[config.mk]
export PLATFORM = sky130hd
export DESIGN_NAME = supply_detect_brightness_select
export DESIGN_NICKNAME = d
export VERILOG_FILES = /design/src/rtl/sdbs_pkg.sv /design/src/rtl/supply_detect_brightness_select.sv /design/src/rtl/sdbs_divider.sv
export SDC_FILE = /design/constraint.sdc
export NUM_CORES = 1
export LEC_CHECK = 0
export ABC_CLOCK_PERIOD_IN_PS = 9100
export BUFFER_PORTS_ARGS = -buffer_cell sky130_fd_sc_hd__buf_2
export CAP_MARGIN = 20
export CORE_ASPECT_RATIO = 0.6
export CORE_MARGIN = 3
export CORE_UTILIZATION = 49
export CTS_CLUSTER_DIAMETER = 150
export DETAILED_ROUTE_END_ITERATION = 8
export MAX_ROUTING_LAYER = met4
export PLACE_DENSITY = 0.66
export REMOVE_ABC_BUFFERS = 1
export SYNTH_ARGS = -nofsm -noshare
export SYNTH_HDL_FRONTEND = slang
export SYNTH_SLANG_ARGS = --single-unit
[constraint.sdc]
create_clock -name clk -period 9.1 [get_ports clk]
set_input_delay 0.91 -clock clk [delete_from_list [all_inputs] [get_ports clk]]
set_output_delay 0.91 -clock clk [all_outputs]
set_load 0.02 [all_outputs]
[src/rtl/sdbs_pkg.sv]
// ----------------------------------------------------------------------------
// Supply detect and brightness select package
// Shared widths, payload structs, register indexes and divider request type.
// ----------------------------------------------------------------------------
`timescale 1ns / 1ps

package sdbs_pkg;

	localparam int WINDOW_DEPTH = 16;

	localparam int MV_W    = 13;
	localparam int AVG_W   = MV_W + 4;
	localparam int POS_W   = $clog2(WINDOW_DEPTH);
	localparam int CNT_W   = $clog2(WINDOW_DEPTH + 1);
	localparam int SUM_W   = $clog2(WINDOW_DEPTH * (2 ** MV_W));
	localparam int DIV_W   = SUM_W + 4;
	localparam int STEP_W  = $clog2(DIV_W);
	localparam int MS_W    = 4;
	localparam int CMP_W   = (CNT_W > MS_W) ? CNT_W : MS_W;
	localparam int DROP_W  = 16;
	localparam int LEVEL_W = 7;
	localparam int TX_W    = 3;
	localparam int CFG_IDX_W  = 3;
	localparam int CFG_DATA_W = 16;

	localparam logic KIND_SAMPLE = 1'b0;
	localparam logic KIND_QUERY  = 1'b1;

	localparam logic [TX_W-1:0] TX_LOWEST     = 3'd0;
	localparam logic [TX_W-1:0] TX_NORMAL_MIN = 3'd3;
	localparam logic [TX_W-1:0] TX_HIGHEST    = 3'd7;

	localparam logic [CFG_IDX_W-1:0] CFG_DISCONNECT_DROP = 3'd0;
	localparam logic [CFG_IDX_W-1:0] CFG_RECONNECT_DROP  = 3'd1;
	localparam logic [CFG_IDX_W-1:0] CFG_MIN_SAMPLES     = 3'd2;
	localparam logic [CFG_IDX_W-1:0] CFG_LEVEL_OFF       = 3'd3;
	localparam logic [CFG_IDX_W-1:0] CFG_LEVEL_LOW       = 3'd4;
	localparam logic [CFG_IDX_W-1:0] CFG_LEVEL_NORMAL    = 3'd5;

	localparam logic [DROP_W-1:0]  RST_DISCONNECT_DROP = 16'd400;
	localparam logic [DROP_W-1:0]  RST_RECONNECT_DROP  = 16'd240;
	localparam logic [MS_W-1:0]    RST_MIN_SAMPLES     = 4'd3;
	localparam logic [LEVEL_W-1:0] RST_LEVEL_OFF       = 7'd0;
	localparam logic [LEVEL_W-1:0] RST_LEVEL_LOW       = 7'd20;
	localparam logic [LEVEL_W-1:0] RST_LEVEL_NORMAL    = 7'd50;
	localparam logic [LEVEL_W-1:0] RST_LAST_BRIGHTNESS = 7'd50;

	typedef struct packed {
		logic            kind;
		logic [MV_W-1:0] sample_mv;
		logic [TX_W-1:0] tx_level;
	} in_t;

	typedef struct packed {
		logic               supply_present;
		logic [LEVEL_W-1:0] brightness;
		logic               brightness_changed;
		logic [AVG_W-1:0]   average_q4;
	} out_t;

	typedef struct packed {
		logic             start;
		logic [DIV_W-1:0] dividend;
		logic [CNT_W-1:0] divisor;
	} div_req_t;

endpackage

[src/rtl/supply_detect_brightness_select.sv]
// ----------------------------------------------------------------------------
// Supply detect and brightness select
// Transactions are accepted only in idle. A voltage sample gives no result;
// it updates the ring and running sum in ST_SAMPLE, then returns to idle.
// An evaluated query starts the bit-serial divider on acceptance and passes
// through ST_DIV to ST_JUDGE; one that is not evaluated goes straight there.
// ST_JUDGE registers the result once the output slot is free, then idles.
// Asynchronous reset restores control and state registers to their defaults.
// ----------------------------------------------------------------------------
`timescale 1ns / 1ps

module supply_detect_brightness_select (
	input  logic                              clk,
	input  logic                              arst_n,
	input  logic                              in_valid,
	output logic                              in_ready,
	input  sdbs_pkg::in_t                     in_data,
	output logic                              out_valid,
	input  logic                              out_ready,
	output sdbs_pkg::out_t                    out_data,
	input  logic                              cfg_valid,
	output logic                              cfg_ready,
	input  logic [sdbs_pkg::CFG_IDX_W-1:0]    cfg_index,
	input  logic [sdbs_pkg::CFG_DATA_W-1:0]   cfg_data
);
	import sdbs_pkg::*;

	typedef enum logic [3:0] {
		ST_IDLE   = 4'b0001,
		ST_SAMPLE = 4'b0010,
		ST_DIV    = 4'b0100,
		ST_JUDGE  = 4'b1000
	} state_t;

	state_t state_q;

	logic [DROP_W-1:0]  disc_drop_q;
	logic [DROP_W-1:0]  reco_drop_q;
	logic [MS_W-1:0]    min_samples_q;
	logic [LEVEL_W-1:0] level_off_q;
	logic [LEVEL_W-1:0] level_low_q;
	logic [LEVEL_W-1:0] level_normal_q;

	logic [MV_W-1:0]    ring [WINDOW_DEPTH];
	logic [MV_W-1:0]    ring_rd_q;
	logic [POS_W-1:0]   write_pos_q;
	logic               full_q;
	logic [SUM_W-1:0]   sum_q;
	logic [AVG_W-1:0]   peak_q;
	logic               seeded_q;
	logic               conn_q;
	logic [LEVEL_W-1:0] last_q;

	logic [MV_W-1:0]    mv_q;
	logic [TX_W-1:0]    tx_q;
	logic               eval_q;

	logic               out_valid_q;
	out_t               out_q;

	logic               accept;
	logic               slot_free;
	logic               eval_now;
	logic [CNT_W-1:0]   count_now;
	div_req_t           div_req;
	logic               div_done;
	logic [DIV_W-1:0]   div_quot;

	logic [AVG_W-1:0]   avg;
	logic [AVG_W-1:0]   peak_new;
	logic [AVG_W-1:0]   drop;
	logic               conn_next;
	logic               present;
	logic [LEVEL_W-1:0] bright;
	logic [SUM_W-1:0]   sum_next;

	assign in_ready  = (state_q == ST_IDLE);
	assign accept    = in_valid && in_ready;
	assign cfg_ready = 1'b1;
	assign slot_free = !out_valid_q || out_ready;

	always_comb begin
		eval_now  = full_q ||
			((CMP_W'(write_pos_q) >= CMP_W'(min_samples_q)) && (write_pos_q != '0));
		count_now = full_q ? CNT_W'(WINDOW_DEPTH) : CNT_W'(write_pos_q);
		div_req.start    = accept && (in_data.kind == KIND_QUERY) && eval_now;
		div_req.dividend = {sum_q, 4'b0000};
		div_req.divisor  = count_now;
	end

	sdbs_divider u_divider (
		.clk      (clk),
		.arst_n   (arst_n),
		.req      (div_req),
		.done     (div_done),
		.quotient (div_quot)
	);

	always_comb begin
		avg      = eval_q ? div_quot[AVG_W-1:0] : '0;
		peak_new = (avg > peak_q) ? avg : peak_q;
		drop     = peak_new - avg;
		if (!eval_q) begin
			conn_next = conn_q;
		end else if (conn_q) begin
			conn_next = !(drop > AVG_W'(disc_drop_q));
		end else begin
			conn_next = (drop < AVG_W'(reco_drop_q));
		end
		present = eval_q ? conn_next : 1'b1;
		case (tx_q) inside
			[TX_NORMAL_MIN:TX_HIGHEST]: bright = level_normal_q;
			TX_LOWEST:                  bright = present ? level_low_q : level_off_q;
			default:                    bright = level_low_q;
		endcase
		sum_next = sum_q - (full_q ? SUM_W'(ring_rd_q) : '0) + SUM_W'(mv_q);
	end

	always_ff @(posedge clk or negedge arst_n) begin
		if (!arst_n) begin
			disc_drop_q    <= RST_DISCONNECT_DROP;
			reco_drop_q    <= RST_RECONNECT_DROP;
			min_samples_q  <= RST_MIN_SAMPLES;
			level_off_q    <= RST_LEVEL_OFF;
			level_low_q    <= RST_LEVEL_LOW;
			level_normal_q <= RST_LEVEL_NORMAL;
		end else if (cfg_valid && cfg_ready) begin
			case (cfg_index)
				CFG_DISCONNECT_DROP: disc_drop_q    <= cfg_data;
				CFG_RECONNECT_DROP:  reco_drop_q    <= cfg_data;
				CFG_MIN_SAMPLES:     min_samples_q  <= cfg_data[MS_W-1:0];
				CFG_LEVEL_OFF:       level_off_q    <= cfg_data[LEVEL_W-1:0];
				CFG_LEVEL_LOW:       level_low_q    <= cfg_data[LEVEL_W-1:0];
				CFG_LEVEL_NORMAL:    level_normal_q <= cfg_data[LEVEL_W-1:0];
				default: ;
			endcase
		end
	end

	always_ff @(posedge clk) begin
		if (accept) begin
			ring_rd_q <= ring[write_pos_q];
		end
		if (state_q == ST_SAMPLE) begin
			ring[write_pos_q] <= mv_q;
		end
	end

	always_ff @(posedge clk) begin
		if (accept) begin
			mv_q   <= in_data.sample_mv;
			tx_q   <= in_data.tx_level;
			eval_q <= eval_now;
		end
		if ((state_q == ST_JUDGE) && slot_free) begin
			out_q.supply_present     <= present;
			out_q.brightness         <= bright;
			out_q.brightness_changed <= (bright != last_q);
			out_q.average_q4         <= avg;
		end
	end

	always_ff @(posedge clk or negedge arst_n) begin
		if (!arst_n) begin
			state_q     <= ST_IDLE;
			write_pos_q <= '0;
			full_q      <= 1'b0;
			sum_q       <= '0;
			peak_q      <= '0;
			seeded_q    <= 1'b0;
			conn_q      <= 1'b1;
			last_q      <= RST_LAST_BRIGHTNESS;
			out_valid_q <= 1'b0;
		end else begin
			if ((state_q == ST_JUDGE) && slot_free) begin
				out_valid_q <= 1'b1;
			end else if (out_valid_q && out_ready) begin
				out_valid_q <= 1'b0;
			end
			case (state_q)
				ST_IDLE: begin
					if (accept) begin
						if (in_data.kind == KIND_SAMPLE) begin
							state_q <= ST_SAMPLE;
						end else if (eval_now) begin
							state_q <= ST_DIV;
						end else begin
							state_q <= ST_JUDGE;
						end
					end
				end
				ST_SAMPLE: begin
					if (!seeded_q) begin
						peak_q   <= {mv_q, 4'b0000};
						seeded_q <= 1'b1;
					end
					sum_q <= sum_next;
					if (write_pos_q == POS_W'(WINDOW_DEPTH - 1)) begin
						write_pos_q <= '0;
						full_q      <= 1'b1;
					end else begin
						write_pos_q <= write_pos_q + 1'b1;
					end
					state_q <= ST_IDLE;
				end
				ST_DIV: begin
					if (div_done) begin
						state_q <= ST_JUDGE;
					end
				end
				ST_JUDGE: begin
					if (slot_free) begin
						if (eval_q) begin
							peak_q <= peak_new;
							conn_q <= conn_next;
						end
						last_q  <= bright;
						state_q <= ST_IDLE;
					end
				end
				default: begin
					state_q <= ST_IDLE;
				end
			endcase
		end
	end

	assign out_valid = out_valid_q;
	assign out_data  = out_q;

	a_sample_path: assert property (@(posedge clk) disable iff (!arst_n)
		(accept && (in_data.kind == KIND_SAMPLE)) |=> (state_q == ST_SAMPLE))
		else $error("Accepted sample did not enter the ring update.");

	a_pos_range: assert property (@(posedge clk) disable iff (!arst_n)
		write_pos_q <= POS_W'(WINDOW_DEPTH - 1))
		else $error("Ring write position out of range.");

	a_sum_unseeded: assert property (@(posedge clk) disable iff (!arst_n)
		!seeded_q |-> ((sum_q == '0) && !full_q))
		else $error("Running sum moved before the first sample.");

	a_peak_tracks: assert property (@(posedge clk) disable iff (!arst_n)
		((state_q == ST_JUDGE) && slot_free && eval_q) |=> (peak_q >= out_q.average_q4))
		else $error("Peak average fell below the reported average.");

endmodule

[src/rtl/sdbs_divider.sv]
// ----------------------------------------------------------------------------
// Serial restoring divider
// Produces one quotient bit per cycle; the quotient stays valid until the
// next start.
// ----------------------------------------------------------------------------
`timescale 1ns / 1ps

module sdbs_divider (
	input  logic                    clk,
	input  logic                    arst_n,
	input  sdbs_pkg::div_req_t      req,
	output logic                    done,
	output logic [sdbs_pkg::DIV_W-1:0] quotient
);
	import sdbs_pkg::*;

	logic              busy_q;
	logic [STEP_W-1:0] step_q;
	logic [DIV_W-1:0]  dvd_q;
	logic [CNT_W-1:0]  rem_q;
	logic [CNT_W-1:0]  dsr_q;
	logic [CNT_W:0]    trial;
	logic [CNT_W:0]    diff;
	logic              qbit;

	always_comb begin
		trial = {rem_q, dvd_q[DIV_W-1]};
		diff  = trial - {1'b0, dsr_q};
		qbit  = (trial >= {1'b0, dsr_q});
	end

	always_ff @(posedge clk or negedge arst_n) begin
		if (!arst_n) begin
			busy_q <= 1'b0;
			step_q <= '0;
		end else if (req.start) begin
			busy_q <= 1'b1;
			step_q <= STEP_W'(DIV_W - 1);
		end else if (busy_q) begin
			if (step_q == '0) begin
				busy_q <= 1'b0;
			end else begin
				step_q <= step_q - 1'b1;
			end
		end
	end

	always_ff @(posedge clk) begin
		if (req.start) begin
			dvd_q <= req.dividend;
			rem_q <= '0;
			dsr_q <= req.divisor;
		end else if (busy_q) begin
			dvd_q <= {dvd_q[DIV_W-2:0], qbit};
			rem_q <= qbit ? diff[CNT_W-1:0] : trial[CNT_W-1:0];
		end
	end

	assign done     = busy_q && (step_q == '0);
	assign quotient = dvd_q;

endmodule

---- Word-level counts from Yosys, hierarchy flattened ----
Memories as Yosys holds them, arrays and structs flattened. A register that Yosys moved wholly into a read port is not among the register bits.
Index checks and enable logic that the tools add are counted.
storage, ports and cells
  register bits ........................... 190
  RAM bits ................................ 208
  output and inout bits ................... 29
  word-level logic and storage cells ...... 124
  memories kept ........................... 1
memory list
  memory  words  width  rd ports  clocked after Yosys merged registers in  wr ports  line                                   RTL
  ring    16     13     1         1                                        1         supply_detect_brightness_select.sv:44  logic [MV_W-1:0] ring [WINDOW_DEPTH];
cells by class
  add/subtract/negate cells ............... 6
  $lt $le $gt $ge ......................... 7
  equal/unequal tests ..................... 17
  muxes and demuxes ....................... 33
  reductions and logical operators ........ 31
operators by type and width
  operator              count
  $mux W17              5
  $mux W21              2
  $pmux W17 S2          1
  $mux W5               5
  $mux W4               6
  $mux W7               3
  $reduce_and A2 Y1     9
  $add A17 B13 Y17      1
  $gt A17 B16 Y1        1
  $gt A17 B17 Y1        1
  $lt A17 B16 Y1        1
  $sub A17 B13 Y17      1
  $sub A17 B17 Y17      1
  $mux W13              1
  $pmux W4 S3           1
  $ne A2 B2 Y1 const B  5
  $mux W1               9
  $eq A4 B4 Y1 const B  2
  $logic_and A1 B1 Y1   8
  $ne A7 B7 Y1          1
  $eq A3 B2 Y1 const B  2
  $eq A3 B3 Y1 const B  2
  $ge A6 B5 Y1          1
  $logic_not A3 Y1      2
  other kinds (18)      23

---- Depth between registers and ports, before layout ----
Gate-level depths: netlist of run 1.
  word-level depth ........................ 12
  gate-level depth with buffers ........... 38

---- Cells and area by module ----
A second synthesis of run 1 with hierarchy kept.
unflattened totals
  cells, all modules ...................... 1,481
  area, all modules ....................... 19,695.1 um^2
modules (own cells, without submodules)
  module                           times used  cells each  area an instance (um^2)  seq. area each (um^2)
  supply_detect_brightness_select  1           1,346       17,923.4                 10,704.0
  sdbs_divider                     1           135         1,771.7                  1,031.0

---- Worst setup path before layout of run 1 ----
No wires, ideal clock.
  kind .................................... reg-to-reg
  start ................................... reg eval_q
  end ..................................... reg out_q, in the netlist out_data[17], data pin
  arrival time ............................ 7,010 ps
  data required time ...................... 8,837 ps
  slack ................................... 1,827 ps
  stages on the path, launching flop included .. 37
  buffers on the path ..................... 4
  period minus slack after synthesis ...... 7,273 ps
  cell sequence ........................... edfxtp_1 > buf_2 > buf_1 > and2_1 > ha_1 > nor2b_1 > o21ai_0 > a211oi_1 > o41ai_2 > nand2_1 > o21a_1 > buf_2 > mux2i_1 > inv_1 > ha_1 > nor2b_1 > o21ai_0 > a21boi_1 > o21ai_0 > a21boi_1 > o21ai_0 > a21oi_1 > or4_1 > a31o_2 > a21oi_1 > xnor2_1 > ha_1 > or4_1 > a211oi_1 > nand3_1 > o311a_1 > o211ai_2 > buf_6 > mux2i_1 > o22ai_1 > o21ai_1 > nand3_1
on the way
  longest elaborated chain between the ends .. 12
ends and longest elaborated chain
  item                      line                                    RTL
  start: declaration        supply_detect_brightness_select.sv:56   logic eval_q;
  start signal: assignment  supply_detect_brightness_select.sv:153  eval_q <= eval_now;
  $mux W17 (*)              supply_detect_brightness_select.sv:100  avg = eval_q ? div_quot[AVG_W-1:0] : '0;
  named net avg[1]          supply_detect_brightness_select.sv:69   logic [AVG_W-1:0] avg;
  $gt A17 B17 Y1            supply_detect_brightness_select.sv:101  peak_new = (avg > peak_q) ? avg : peak_q;
  $mux W17                  supply_detect_brightness_select.sv:101
  $sub A17 B17 Y17 (*)      supply_detect_brightness_select.sv:102  drop = peak_new - avg;
  $gt A17 B16 Y1            supply_detect_brightness_select.sv:106  conn_next = !(drop > AVG_W'(disc_drop_q));
  $logic_not A1 Y1          supply_detect_brightness_select.sv:106
  $mux W1 (*)               supply_detect_brightness_select.sv:105  end else if (conn_q) begin
  $mux W1 (*)               supply_detect_brightness_select.sv:110  present = eval_q ? conn_next : 1'b1;
  $mux W7 (*)               supply_detect_brightness_select.sv:113  TX_LOWEST: bright = present ? level_low_q : level_off_q;
  $mux W7 (*) (2 in a row)  supply_detect_brightness_select.sv:111  case (tx_q) inside
  $ne A7 B7 Y1 (*)          supply_detect_brightness_select.sv:158  out_q.brightness_changed <= (bright != last_q);
  end: declaration          supply_detect_brightness_select.sv:59   out_t out_q;
Mark *: on every way through the listed nets, which the timed path passes. The rest lies on a longest branch.
A chain may end at the register's enable or synchronous reset.

---- Worst setup path in the final report of run 1 ----
  start ................................... reg eval_q
  end ..................................... reg last_q[3]
on the way
  longest elaborated chain between the ends .. 11
ends and longest elaborated chain
  item                      line                                    RTL
  $mux W17 (*)              supply_detect_brightness_select.sv:100
  named net avg[9]          supply_detect_brightness_select.sv:69
  $gt A17 B17 Y1            supply_detect_brightness_select.sv:101
  $mux W17                  supply_detect_brightness_select.sv:101
  $sub A17 B17 Y17 (*)      supply_detect_brightness_select.sv:102
  $gt A17 B16 Y1            supply_detect_brightness_select.sv:106
  $logic_not A1 Y1          supply_detect_brightness_select.sv:106
  $mux W1 (*)               supply_detect_brightness_select.sv:105
  $mux W1 (*)               supply_detect_brightness_select.sv:110
  $mux W7 (*)               supply_detect_brightness_select.sv:113
  $mux W7 (*) (2 in a row)  supply_detect_brightness_select.sv:111
  named net bright[3]       supply_detect_brightness_select.sv:74   logic [LEVEL_W-1:0] bright;
  end signal: assignment    supply_detect_brightness_select.sv:217  last_q <= bright;
  end: declaration          supply_detect_brightness_select.sv:52   logic [LEVEL_W-1:0] last_q;
Marked as above.

==> impl_metrics.ini, run 1 <==
[logic_synthesis]
ys_ff_latch = 411
synth.mux.area_fraction_pct = 10.59
synth_enable_flop_cells = 286
yosys.area_share.simple_pct = 8.473
syn_area_per_cell_um2 = 13.00
yosysSeqAreaShare_pct = 59.73
synth_area_mm2 = 0.01958
syn_inst = 1506
synth-main-ff-cell = edfxtp_1
async_flop_share_pct = 28.22
synth_cell_types = 75
synth_most_common_cell = edfxtp_1
synth_xor_area_share_pct = 1.923
synthAdderAreaFrac_pct = 7.540
synthTopCellsByCount = edfxtp_1 (286), nand2_1 (171), inv_1 (149)
synth_area_leader_cell = edfxtp_1
ys_warn_count = 0
synth_compound_area_share_pct = 7.687
synth_top_family_by_area = multiplexers
synth.area.top_cells = edfxtp_1 (44%), dfrtp_1 (12%), mux4_2 (7.5%)
synth_top_area_share_pct = 43.86

[timing]
hold_viol = 0
setup_tns_ps = 0
skew_ps = 19.07
setup-violations-final = 0
rsz0062_at_grt = false
min_period_over_period_pct = 91.46
finalCriticalPeriod_ps = 8323
slew_headroom_pct = 26.40
worst_slack_ps = 777.1
drv_slew = 0
worst_slew_pin_slew_ps = 1103
fmax_ghz = 0.1202

[floorplan]
die-height_um = 160.8
die_x_um = 264.1
io_pins = 70
die-area_mm2 = 0.04248
start_util_pct = 49.90
core_mm2 = 0.03924
num_rows = 56

[final_layout]
fin_cells = 2133
drive_above_1_share_pct = 18.44
antenna_cells = 0
area_growth_pct = 11.48
fin_nets = 1731

[power]
power_frac_seq_pct = 33.3
leakage_nw = 8.571
p_switching_w = 0.003141
intPower_w = 0.004911
power_frac_comb_pct = 47.1
power_density_mw_per_mm2 = 368.8
ir_drop_uv = 235.5
clockPowerShare_pct = 19.6
switching_share_pct = 39.01

[global_route]
grt_max_degree = 64
grt_pass1_wl_um = 70950
overflow = 0
gr-usage-all-layers_pct = 22.39
grt_pass1_vias = 11856
antenna_found_initial = 0

[worst_setup_path]
crit_type = reg -> reg
slowest_stage = edfxtp_1
r2r_start = eval_q
critPathArrivalTime_ps = 8720
worstPathRequired_ps = 9500
critPathMaxFanout = 26
cp-startpoint = eval_q
start_kind = flip-flop
cp_slowest_stage_delay_ps = 630
end_kind = flip-flop

[placed_design]
dpl.cell_count = 2061
numPortBuffers = 68
place_congestion = 0.8965
hpwl_um = 30780
dp_worst_setup_slack_ps = 775.5

[clocking]
cts-root-buf = clkbuf_16
cts_tree = built
cts_buffer_depth = 3
clk_pin_slew_ps = 60
numCtsBuffers = 39
htreeDepth = 2
clock-sinks = 411
clkLatencyLatePin_ps = 540
cts_resized = 0

[detailed_routing]
postRouteAntennaNets = 0
vias = 12135
wl_um = 45350
drc_errors = 0
dr.pass1.iters = 7
drt_iter0_drc = 1358
wl_per_cell_um = 21.26
via_per_inst = 5.689

[job]
drv_cap = 0

[outcome]
run_status = finished clean

[worst_hold_path]
min_path_type = in -> async
[cell type report]
type                            count  area (um^2)
Fill cell                        3257        17410
Sequential cell                   411        11700
Multi-Input combinational cell    889         7196
Clock buffer                       52         1067
Tap cell                          522        653.1
Inverter                          152        570.5
Timing Repair Buffer               88        499.2
Clock inverter                     19        142.6
[routing by layer]
layer | track usage [%] | wire length, um | up-vias
li1 | - | - | 5593
met1 | 36.08 | 22810 | 6062
met2 | 29.53 | 18340 | 429
met3 | 4.364 | 3648 | 51
met4 | 3.733 | 558 | 0
met5 | - | 0 | -
[worst max-delay path, delay by kind of cell, from the launching register on]
family	cells	cell delay (ps)
adders and majority gates	3	770
buffers and inverters	4	920
xor gates and xnor gates	1	110
AOI/OAI and AO/OA	14	2790
and+or+nand+nor	8	2070
DFF	1	630
muxes	3	880
[cells by family (layout without fill, tap and decap cells)]
logic type                 Yosys count  after routing
AOI/OAI and AO/OA                  252            252
xor gates and xnor gates            43             43
adders and majority gates          109            109
buffers and inverters              206            311
DFF                                411            411
muxes                              122            122
other                                1              1
and+or+nand+nor                    362            362
[state kept, by name (all words and copies together) (netlist names), 7 cells and up]
register	flops
reco_drop_q	16
sum_q	17
level_off_q	7
ring_rd_q	13
last_q	7
mv_q	13
level_normal_q	7
u_divider.quotient	21
ring	208
disc_drop_q	16
level_low_q	7
out_data	26
peak_q	17
[stage by stage]
step	hold WS, ps	power, W	cell area (um^2)	util, %
2_1_floorplan	435.1	0.005394	19360	-
3_3_place_gp	451.2	0.006308	20600	52.51
3_5_place_dp	465.2	0.006404	20600	52.51
4_1_cts	440.4	0.008023	21810	55.60
5_1_grt	471.5	0.008664	21830	55.63
6_report	430.1	0.008051	21830	55.63
[power groups by stage]
stage	combinational, W	sequential [W]	clock [W]
2_1_floorplan	0.00270	0.00270	0
3_3_place_gp	0.00359	0.00272	0
3_5_place_dp	0.00368	0.00272	0
4_1_cts	0.00372	0.00269	0.00161
5_1_grt	0.00424	0.00272	0.00170
6_report	0.00379	0.00268	0.00158
[repair_timing]
action,in CTS,in global routing
buffers inserted,0,1
setup endpoints to repair,0,1
hold buffers,0,0
[layout by cell type, fill, tap and decap left out, drive strengths merged, types with 21 or more instances in the layout]
master	n
buf	87
dfrtp	97
xnor2	29
mux2i	28
edfxtp	286
clkbuf	53
ha	94
a21oi	53
mux2	29
mux4	65
inv	152
nor2	64
o21ai	129
nor3	21
nand2	172
[worst paths after layout]
kind	endpoint	slack (ps)	cells after the start
max	last_q[3]	780	33
min	level_off_q[4]	430	1
max reg2reg	last_q[3]	780	33
min reg2reg	u_divider.rem_q[4]	470	2
max in group asynchronous	write_pos_q[1]	7270	2
min in group clk	u_divider.rem_q[4]	470	2
Power figures use the tool's default switching activity.
==> run 2, diff against run 1 <==
--- a/config.mk
+++ b/config.mk
@@ -13,9 +13,11 @@
 export CORE_UTILIZATION = 49
 export CTS_CLUSTER_DIAMETER = 150
 export DETAILED_ROUTE_END_ITERATION = 8
+export GPL_TIMING_DRIVEN = 0
 export MAX_ROUTING_LAYER = met4
 export PLACE_DENSITY = 0.66
 export REMOVE_ABC_BUFFERS = 1
 export SYNTH_ARGS = -nofsm -noshare
 export SYNTH_HDL_FRONTEND = slang
+export SYNTH_HIERARCHICAL = 1
 export SYNTH_SLANG_ARGS = --single-unit
==> run 2 against run 1 <==
  * Critical path depth stayed put
  * Sequential power is 1% higher
  * Total power is 1.8% higher
  * Routed wire length is 1.4% lower
  * Sequential share of layout area is 1.2 points lower
  * Non-clock buffer count is 10 higher
  * Global-route usage is 0.55 points lower
  * Largest power group unchanged
  * Critical path type unchanged
  * Setup slack worse by 110 ps
  * Final cell count hardly changed
  * Combinational power hardly changed
  * Clock skew is 1.2 ps higher
  * Register-to-register slack worse by 110 ps
  * Largest cell class unchanged
==> impl_metrics.ini, run 2 <==
[final_layout]
layout_commonest_cell = edfxtp_1
final_cell_mix = edfxtp_1 (290), inv_1 (152), nand2_1 (136), o21ai_0 (96), dfrtp_1 (94)
fin_cells = 2131
drive_above_1_share_pct = 21.32
top_register = ring
area_growth_pct = 13.83
antenna_cells = 0
fin_area_mm2 = 0.02242
largest_reg_flops = 208
fin_nets = 1726

[worst_setup_path]
critPathArrivalTime_ps = 8720
cp_slowest_stage_delay_ps = 540
slowest_stage = a211oi_1
critPathMaxFanout = 28
r2r_start = eval_q
start_kind = flip-flop
cp_top_family = compound AO/OA/AOI/OAI gates
cp-startpoint = eval_q
critPathBufInv = 3
worstPathRequired_ps = 9380
end_kind = flip-flop
crit_type = reg -> reg

[worst_hold_path]
min_path_type = in -> async

[clocking]
cts_buffer_depth = 3
cts-root-buf = clkbuf_16
clock-sinks = 411
clkLatencyLatePin_ps = 540
hold_buffers = 0
cts_tree = built
clk_pin_slew_ps = 70
htreeDepth = 2
numCtsBuffers = 40

[floorplan]
core_mm2 = 0.03938
num_rows = 56
die_x_um = 264.8
die-area_mm2 = 0.04271
io_pins = 70
start_util_pct = 50.02
die-height_um = 161.3

[timing]
rsz0062_at_grt = false
min_period_over_period_pct = 92.67
worst_slew_pin_slew_ps = 1013
setup-violations-final = 0
hold_viol = 0
fmax_ghz = 0.1186
slew_headroom_pct = 32.42
skew_ps = 20.22
finalCriticalPeriod_ps = 8433
drv_slew = 0

[power]
ir_drop_uv = 196.4
power_density_mw_per_mm2 = 365.4
leakage_nw = 8.723
p_total_w = 0.008193

[global_route]
met3_usage_pct = 3.624
use_met2_pct = 29.62
use_met1_pct = 35.11
busiest_layer = met1
overflow = 0
grt_pass1_wl_um = 69660
gr-usage-all-layers_pct = 21.84
grt_pass1_vias = 11844
antenna_found_initial = 0
grt_max_degree = 91

[detailed_routing]
drc_errors = 0
postRouteAntennaNets = 0
via_per_inst = 5.712
drt_iter0_drc = 1144
vias = 12173
dr.pass1.iters = 5
wl_um = 44710
wl_per_cell_um = 20.98

[logic_synthesis]
synth_xor_area_share_pct = 1.906
synth_area_leader_cell = edfxtp_1
ys_warn_count = 6
synth_cell_types = 80
synth_most_common_cell = edfxtp_1
yosys.area_share.simple_pct = 8.430
synth-main-ff-cell = edfxtp_1
synthAdderAreaFrac_pct = 7.433
synthTopCellsByCount = edfxtp_1 (290), inv_1 (152), nand2_1 (136)
async_flop_share_pct = 28.22
synth_area_mm2 = 0.01970
syn_area_per_cell_um2 = 13.30
synth.mux.area_fraction_pct = 10.82
synth_enable_flop_cells = 290
syn_inst = 1481
ys_ff_latch = 411
yosysSeqAreaShare_pct = 59.58
synth_top_area_share_pct = 44.22
synth_top_family_by_area = multiplexers
synth_compound_area_share_pct = 7.909
synth.area.top_cells = edfxtp_1 (44%), dfrtp_1 (12%), mux4_2 (7.4%)

[job]
drv_cap = 0

[placed_design]
dpl.cell_count = 2054
place_congestion = 0.8465
post_dp_cell_area_mm2 = 0.02104
hpwl_um = 30950
numPortBuffers = 68

[outcome]
run_status = finished clean
==> run 2: cell count changes in the layout (fill, tap and decap cells not counted), moves of 8 or more <==
cell and delta:
a21oi_1 +11, and3_1 +8, buf_4 -13, mux2_2 +21, mux2i_1 -21, nand2_1 -35
o21ai_0 -29, o31ai_1 +9
==> run 2: per-stage QoR <==
step	util (%)	hold WS (ps)	worst slack (ps)	TNS (ps)
2_1_floorplan	-	428.8	2043	0
3_3_place_gp	52.09	446.7	-204.5	-549.2
3_5_place_dp	53.43	451.5	-274.6	-886.4
4_1_cts	56.84	223.4	5.820	0
5_1_grt	56.93	235.5	251.1	0
6_report	56.93	235.9	666.6	0
==> run 2: final cells by class <==
| class | instances | area [um^2] |
|---|---|---|
| Sequential cell | 411 | 11740 |
| Tap cell | 522 | 653.1 |
| Clock inverter | 15 | 181.4 |
| Inverter | 154 | 578.1 |
| Multi-Input combinational cell | 872 | 7307 |
| Fill cell | 3135 | 16960 |
| Timing Repair Buffer | 98 | 804.5 |
| Clock buffer | 59 | 1154 |
==> run 2: per-layer routing <==
metal / routed length, um / share of wire, % / vias to the layer above
met4: 422 / 0.94 / 0
li1: - / - / 5604
met2: 18610 / 42 / 371
met5: 0 / 0 / -
met3: 3099 / 6.9 / 38
met1: 22570 / 50 / 6160
==> run 2: worst reg2reg max path: cells and delay by family (launching register included) <==
kind / cells / cell delay, ps
AOI/OAI and AO/OA: 16 / 4370
and+or+nand+nor: 10 / 1990
adders and majority gates: 3 / 770
DFF: 1 / 410
buffers and inverters: 3 / 350
muxes: 1 / 340
==> run 2: power breakdown <==
| part | total (W) | switching (W) | internal (W) | leakage (nW) |
|---|---|---|---|---|
| Sequential | 0.00272 | 0.000298 | 0.00242 | 4.07 |
| Combinational | 0.00376 | 0.00215 | 0.00161 | 4.00 |
| Clock | 0.00171 | 0.000712 | 0.000996 | 0.654 |
| Total | 0.00819 | 0.00316 | 0.00503 | 8.72 |
==> run 2: cells by family (layout without fill, tap and decap cells) <==
family / after synthesis / after routing
AND/OR/NAND/NOR: 339 / 339
other: 2 / 5
AO/OA/AOI/OAI: 254 / 254
XOR/XNOR: 42 / 42
flip-flops: 411 / 411
multiplexers: 124 / 124
adder cells (fa/ha/maj): 108 / 108
buffers and inverters: 201 / 326
==> run 2: path summary, 6_finish.rpt <==
path,cells past startpoint,to,slack (ps)
hold reg to reg,1,seeded_q,480
hold / removal,1,sum_q[1],240
max in group asynchronous,2,write_pos_q[1],8030
min in group clk,1,seeded_q,480
setup reg to reg,33,out_data[17],670
setup / recovery,33,out_data[17],670
==> run 2: what timing repair did <==
item | CTS | global route
endpoints found under the setup margin | 12 | 15
cloned | 0 | 0
buffers inserted | 1 | 1
resized for setup | 0 | 3
